$ cat src/design/fpa_mul.sv
module fpa_mul #(
    parameter int FRAC_BITS = 8,
    parameter int WORD_BITS = 32
) (
    input  logic                 i_clk,
    input  logic                 i_en,
    input  logic [WORD_BITS-1:0] i_ma,
    input  logic [WORD_BITS-1:0] i_mb,
    input  logic                 i_neg,
    output logic [WORD_BITS-1:0] o_val,
    output logic                 o_ov
);
    localparam int W  = WORD_BITS;
    localparam int F  = FRAC_BITS;
    localparam int H  = (W + 1) / 2;
    localparam int G  = W - H;
    localparam int PW = 2 * W;
    localparam logic [W-1:0] MAXV = {1'b0, {(W-1){1'b1}}};
    localparam logic [W-1:0] MINV = {1'b1, {(W-1){1'b0}}};

    logic [2*H-1:0] r_p00;
    logic [W-1:0]   r_p01, r_p10;
    logic [2*G-1:0] r_p11;
    logic           r_neg_a, r_neg_b;
    logic [PW-1:0]  r_prod;

    logic [PW-1:0] n_prod, t, q, lim;
    logic          ov;

    assign n_prod = PW'(r_p00) + (PW'(r_p01) << H) + (PW'(r_p10) << H)
                  + (PW'(r_p11) << (2*H));
    assign t      = r_prod + (PW'(1) << (F-1));
    assign q      = t >> F;
    assign lim    = PW'(MAXV) + PW'(r_neg_b);
    assign ov     = q > lim;

    always_ff @(posedge i_clk) begin
        if (i_en) begin
            r_p00   <= i_ma[H-1:0] * i_mb[H-1:0];
            r_p01   <= i_ma[H-1:0] * i_mb[W-1:H];
            r_p10   <= i_ma[W-1:H] * i_mb[H-1:0];
            r_p11   <= i_ma[W-1:H] * i_mb[W-1:H];
            r_neg_a <= i_neg;
            r_prod  <= n_prod;
            r_neg_b <= r_neg_a;
            o_ov    <= ov;
            o_val   <= ov ? (r_neg_b ? MINV : MAXV)
                          : (r_neg_b ? (~q[W-1:0] + W'(1)) : q[W-1:0]);
        end
    end

endmodule

$ cat config.mk
export PLATFORM = sky130hd
export DESIGN_NAME = fpa_mul
export DESIGN_NICKNAME = d
export VERILOG_FILES = /design/src/design/fpa_mul.sv
export SDC_FILE = /design/constraint.sdc
export NUM_CORES = 2
export LEC_CHECK = 0
export BUFFER_PORTS_ARGS = -buffer_cell sky130_fd_sc_hd__buf_2
export CORE_UTILIZATION = 40
export DETAILED_ROUTE_END_ITERATION = 10
export PLACE_DENSITY = 0.64
export SYNTH_ARGS = -nofsm -noshare
export SYNTH_HDL_FRONTEND = slang
export SYNTH_SLANG_ARGS = --single-unit
$ cat constraint.sdc
create_clock -name i_clk -period 10.6 [get_ports i_clk]
set_input_delay 1.06 -clock i_clk [delete_from_list [all_inputs] [get_ports i_clk]]
set_output_delay 1.06 -clock i_clk [all_outputs]
set_load 0.005 [all_outputs]
---- Word-level counts from Yosys, hierarchy flattened ----
Cells that the tools add are included.
operators by class
  $lt $le $gt $ge ......................... 1
  bitwise operators ....................... 1
  multiplexer cells ....................... 3
  add/subtract/negate cells ............... 6
  multipliers ............................. 4
operator list
  cell                                                              number
  16-bit by 16-bit multiplier with 32-bit output                    4
  32-bit two-way mux                                                3
  50-bit by 64-bit adder with 64-bit output                         1
  64-bit by 8-bit adder with 64-bit output (second input constant)  1
  56-bit by 32-bit greater-than comparator with 1-bit output        1
  49-bit by 48-bit adder with 50-bit output                         1
  32-bit by 48-bit adder with 49-bit output                         1
  31-bit by 1-bit adder with 32-bit output (first input constant)   1
  32-bit by 1-bit adder with 32-bit output (second input constant)  1
  32-bit NOT                                                        1
storage, ports and cells
  word-level logic and storage cells ...... 24
  output and inout port bits .............. 33
  register bits ........................... 227

---- Longest topological paths before layout ----
  depth in word-level cells ............... 5
  gate-level depth with buffers ........... 25

---- Least setup slack after synthesis ----
Ideal clock, no wire load.
  path type ............................... input to register
  start ................................... input port i_ma[5]
  end ..................................... register r_p01[31], data pin
  required time ........................... 10.340 ns
  arrival ................................. 6.662 ns
  buffers on the path ..................... 1
  setup slack ............................. 3.678 ns
  stages .................................. 23
  setup time .............................. 0.260 ns
  cell sequence ........................... clkbuf_1 -> and2_1 -> fa_1 -> inv_1 -> fa_1 -> fa_1 -> fa_1 -> inv_1 -> fa_1 -> inv_1 -> fa_1 -> inv_1 -> ha_1 -> a21oi_1 -> nand3_1 -> o211a_1 -> o21a_1 -> o31ai_1 -> and3_1 -> o211ai_1 -> a31o_2 -> a21oi_1 -> xnor2_1
between the ends
  longest elaborated chain between the ends .. 1
RTL lines
  what                                            line  text
  start: declaration                              7     input logic [WORD_BITS-1:0] i_ma,
  16-bit by 16-bit multiplier with 32-bit output  40    r_p01 <= i_ma[H-1:0] * i_mb[W-1:H];
  end signal: assignment                          40
  end: declaration                                22    logic [W-1:0] r_p01, r_p10;
Every way passes these cells.
A chain may end at the register's enable or synchronous reset.

---- Final worst setup path ----
  start ................................... input port i_mb[3]
  end ..................................... register r_p00[31], data pin
between the ends
  longest elaborated chain between the ends .. 1
RTL lines
  what                                            line  text
  start: declaration                              8     input logic [WORD_BITS-1:0] i_mb,
  16-bit by 16-bit multiplier with 32-bit output  39    r_p00 <= i_ma[H-1:0] * i_mb[H-1:0];
  end signal: assignment                          39
  end: declaration                                21    logic [2*H-1:0] r_p00;
Every way passes these cells.

==> flow_metrics.py <==
metrics = {
    "status": {
        "status": "complete, no violations",
    },
    "worst_setup_path": {
        "cp-startpoint": "i_mb[3]",
        "cpMostUsedCell": "fa_1",
        "start_kind": "input port",
        "crit_buf_inv": 4,
        "worstPathArrival_ns": 7.69,
        "crit_family": "adder cells",
        "critPathKind": "input port to register",
        "crit_chain": "buf_2 > nand2_1 > fa_1 > inv_1 > fa_1 > ha_1 > inv_1 > fa_1 > fa_1 > fa_1 > inv_1 > ha_1 > a2111oi_0 > a21oi_1 > a221oi_1 > o22ai_1 > a21oi_1 > o21ai_0 > nor4_1 > nor3_1 > xnor2_1",
        "critPathSlowestCell": "buf_2",
        "r2r-end": "o_val[7]$_DFFE_PP_",
        "required_ns": 10.95,
        "cp-end-kind": "register",
        "crit_path_max_fanout": 32,
        "crit-reg2reg-launch": "r_prod[8]$_DFFE_PP_",
        "worst_r2r_path_depth": 16,
        "slowest_delay_ns": 0.63,
        "regToRegSetupSlack_ns": 4.67,
    },
    "clocking": {
        "post_cts_resized": 0,
        "htreeDepth": 1,
        "clk_pin_slew_worst_paths_ns": 0.06,
        "cts_tree": "yes",
        "hold_buffers": 0,
        "cts_buffers": 26,
        "cts-root-buf": "clkbuf_16",
        "clk_latency_ns": 0.59,
        "cts.sinks": 213,
        "cts_setup_buffers": 0,
        "cts_buffer_depth": 3,
    },
    "global_routing": {
        "use_met1_pct": 28.1,
        "gr-usage-met2_pct": 32.8,
        "antenna_found_initial": 19,
        "use_met3_pct": 3.07,
        "grt_max_degree": 82,
        "grt_most_used_layer": "met2",
        "grt_remaining_overflow": 0,
        "grt_pass1_wl_um": 184000,
        "grt_usage_pct": 20.0,
        "grt_pass1_vias": 33765,
    },
    "yosys": {
        "ys_seq_area_share_pct": 14.1,
        "synth_seq_cells": 213,
        "synth-compound-area-share_pct": 6.54,
        "synth_top_family_by_area": "adder cells",
        "synth_xor_area_share_pct": 3.54,
        "synth-simple-area-share_pct": 16.7,
        "syn_inst": 4886,
        "synth_ff_type": "edfxtp_1",
        "syn_avg_cell_area_um2": 9.32,
        "async_flop_share_pct": 0,
        "synth_fa_ha_area_share_pct": 48.7,
        "synth_area_um2": 45500,
        "synth_nets": 6240,
        "yosysUniqueCellTypes": 83,
        "synthMuxAreaShare_pct": 0.357,
        "synth-edff-count": 213,
        "ys_warn_count": 0,
    },
    "drt": {
        "drtAntennaViolNets": 0,
        "via_per_inst": 5.11,
        "finalWirelength_um": 113000,
        "drt_iter0_drc": 2057,
        "wl_per_cell_um": 17.8,
        "drt_first_pass_iters": 7,
        "route.detailed.drc": 0,
        "num_vias": 32439,
    },
    "finish": {
        "synthToLayoutAreaGrowth_pct": 5.57,
        "nNetsFinal": 6177,
        "nFillCells": 10974,
        "drive_gt1_share_pct": 4.29,
    },
    "floorplan": {
        "fp.dieH_um": 339,
        "dieArea_um2": 115000,
        "io_pins": 100,
        "start_util_pct": 40.4,
        "die_w_um": 339,
        "rows": 123,
        "coreArea_um2": 113000,
    },
    "sta": {
        "fin_crit_sh_pct": 69.3,
        "setup_viol": 0,
        "fin_crit_ns": 7.34,
        "final_max_slew_viol_count": 0,
        "grt_setup_unrepaired": "no",
        "hold_viol": 0,
        "fin_skew_ns": 0.0450,
        "worstMarginPinSlew_ns": 1.03,
        "final.setup.tns_ns": 0,
        "max_freq_ghz": 0.136,
        "slew_headroom_pct": 30.6,
    },
    "placement": {
        "numPortBuffers": 99,
        "dp_hpwl_um": 88400,
        "gp_congestion": 0.874,
    },
    "min_path": {
        "holdPathStages": 0,
        "min_from": "r_neg_a$_DFFE_PP_",
        "hp-class": "register to register",
        "hold_end": "r_neg_b$_DFFE_PP_",
    },
    "flow_run": {
        "cap_violations": 0,
    },
}
-- synth_stat cells (4+ instances only) --
library cell | instances | share of area, %
xnor2_1 | 123 | 2.4
nand3_1 | 63 | 0.69
clkbuf_1 | 204 | 1.7
a21boi_0 | 6 | 0.099
nor3_1 | 41 | 0.45
inv_1 | 1001 | 8.3
or3_1 | 11 | 0.15
ha_1 | 479 | 13
a31oi_1 | 20 | 0.27
a21o_1 | 70 | 1.2
o21a_1 | 34 | 0.56
nor4_1 | 16 | 0.22
a211o_1 | 6 | 0.12
o211ai_1 | 6 | 0.099
o21bai_1 | 15 | 0.25
and4_1 | 12 | 0.23
o21ai_0 | 58 | 0.64
mux2i_1 | 14 | 0.31
a31o_2 | 6 | 0.12
nand4_1 | 21 | 0.29
a211oi_1 | 18 | 0.30
a221oi_1 | 4 | 0.077
nor2_1 | 107 | 0.88
and2_1 | 478 | 6.6
o31ai_1 | 10 | 0.16
edfxtp_1 | 213 | 14
nand2_1 | 660 | 5.4
buf_2 | 4 | 0.044
or2_2 | 8 | 0.11
o22ai_1 | 6 | 0.082
a311oi_1 | 5 | 0.096
and3_1 | 37 | 0.51
buf_4 | 4 | 0.066
nor3b_1 | 4 | 0.066
fa_1 | 808 | 36
or4_4 | 4 | 0.099
nor2b_1 | 24 | 0.33
nand2b_1 | 17 | 0.23
a21oi_1 | 143 | 1.6
xor2_1 | 61 | 1.2
-- layout by cell type, fill, tap and decap left out, types with 11 or more instances in the layout --
cell type	instances
inv_1	1001
fa_1	808
nand2_1	660
ha_1	479
and2_1	478
edfxtp_1	213
a21oi_1	143
xnor2_1	123
nor2_1	107
buf_2	98
a21o_1	70
nand3_1	63
xor2_1	61
o21ai_0	58
nor3_1	41
and3_1	37
o21a_1	34
clkbuf_16	26
buf_4	25
nor2b_1	24
nand4_1	21
a31oi_1	20
a211oi_1	18
nand2b_1	17
nor4_1	16
o21bai_1	15
mux2i_1	14
and4_1	12
or3_1	11
-- flip-flops by register name, indices dropped and copies added (netlist names) --
| register | flops |
|---|---|
| o_ov | 1 |
| r_p01 | 32 |
| r_p00 | 25 |
| r_neg_a | 1 |
| r_prod | 57 |
| r_p11 | 32 |
| r_neg_b | 1 |
| o_val | 32 |
| r_p10 | 32 |
-- cells by family (layout without fill, tap and decap cells) --
kind of cell / Yosys count / count (layout)
compound gates: 450 / 450
xor+xnor: 184 / 184
fa+ha+maj: 1287 / 1287
buf+inv: 1216 / 1173
flops: 213 / 213
mux: 16 / 16
other cells: 0 / 4
simple gates: 1520 / 1520
-- cell type report --
class                   count  area [um^2]  share of cell area, %
well taps                1500         1880                   3.91
diodes                      4         10.0                 0.0208
repair buffers            124          693                   1.44
flip-flops and latches    213         6400                   13.3
multi-input cells        3457        34500                   71.8
clock buffers              30          666                   1.39
clock inverters            18          145                  0.302
inverters                1001         3760                   7.82
-- worst max path at each step --
stage	end	slack [ns]	cells past startpoint
floorplan	r_p01[31]$_DFFE_PP_	3.68	23
global placement	r_p00[31]$_DFFE_PP_	2.87	20
detailed placement	r_p00[31]$_DFFE_PP_	2.71	20
CTS	r_p00[31]$_DFFE_PP_	3.34	20
global route	r_p00[31]$_DFFE_PP_	2.83	21
finish	r_p00[31]$_DFFE_PP_	3.26	21
-- metrics by stage --
stage | instances | area [um^2] | hold slack (ns) | worst slack (ns) | utilization (%)
after CTS | 6343 | 48000 | 0.437 | 3.34 | 42.7
after global routing | 6344 | 48000 | 0.446 | 2.83 | 42.7
after detailed placement | 6295 | 47200 | 0.418 | 2.71 | 41.9
after floorplan | 4886 | 45500 | 0.400 | 3.68 | -
after global placement | 6295 | 47200 | 0.405 | 2.87 | 41.9
final | 6347 | 48100 | 0.433 | 3.26 | 42.7
-- per-layer routing --
layer	vias up	share of wire (%)
li1	15015	-
met1	16399	45
met2	875	46
met3	136	7.3
met4	14	1.6
met5	-	0.066
Power is left out: the tool's default activity adds up to more than one toggle a clock period on the data nets, which glitch-free logic cannot reach.
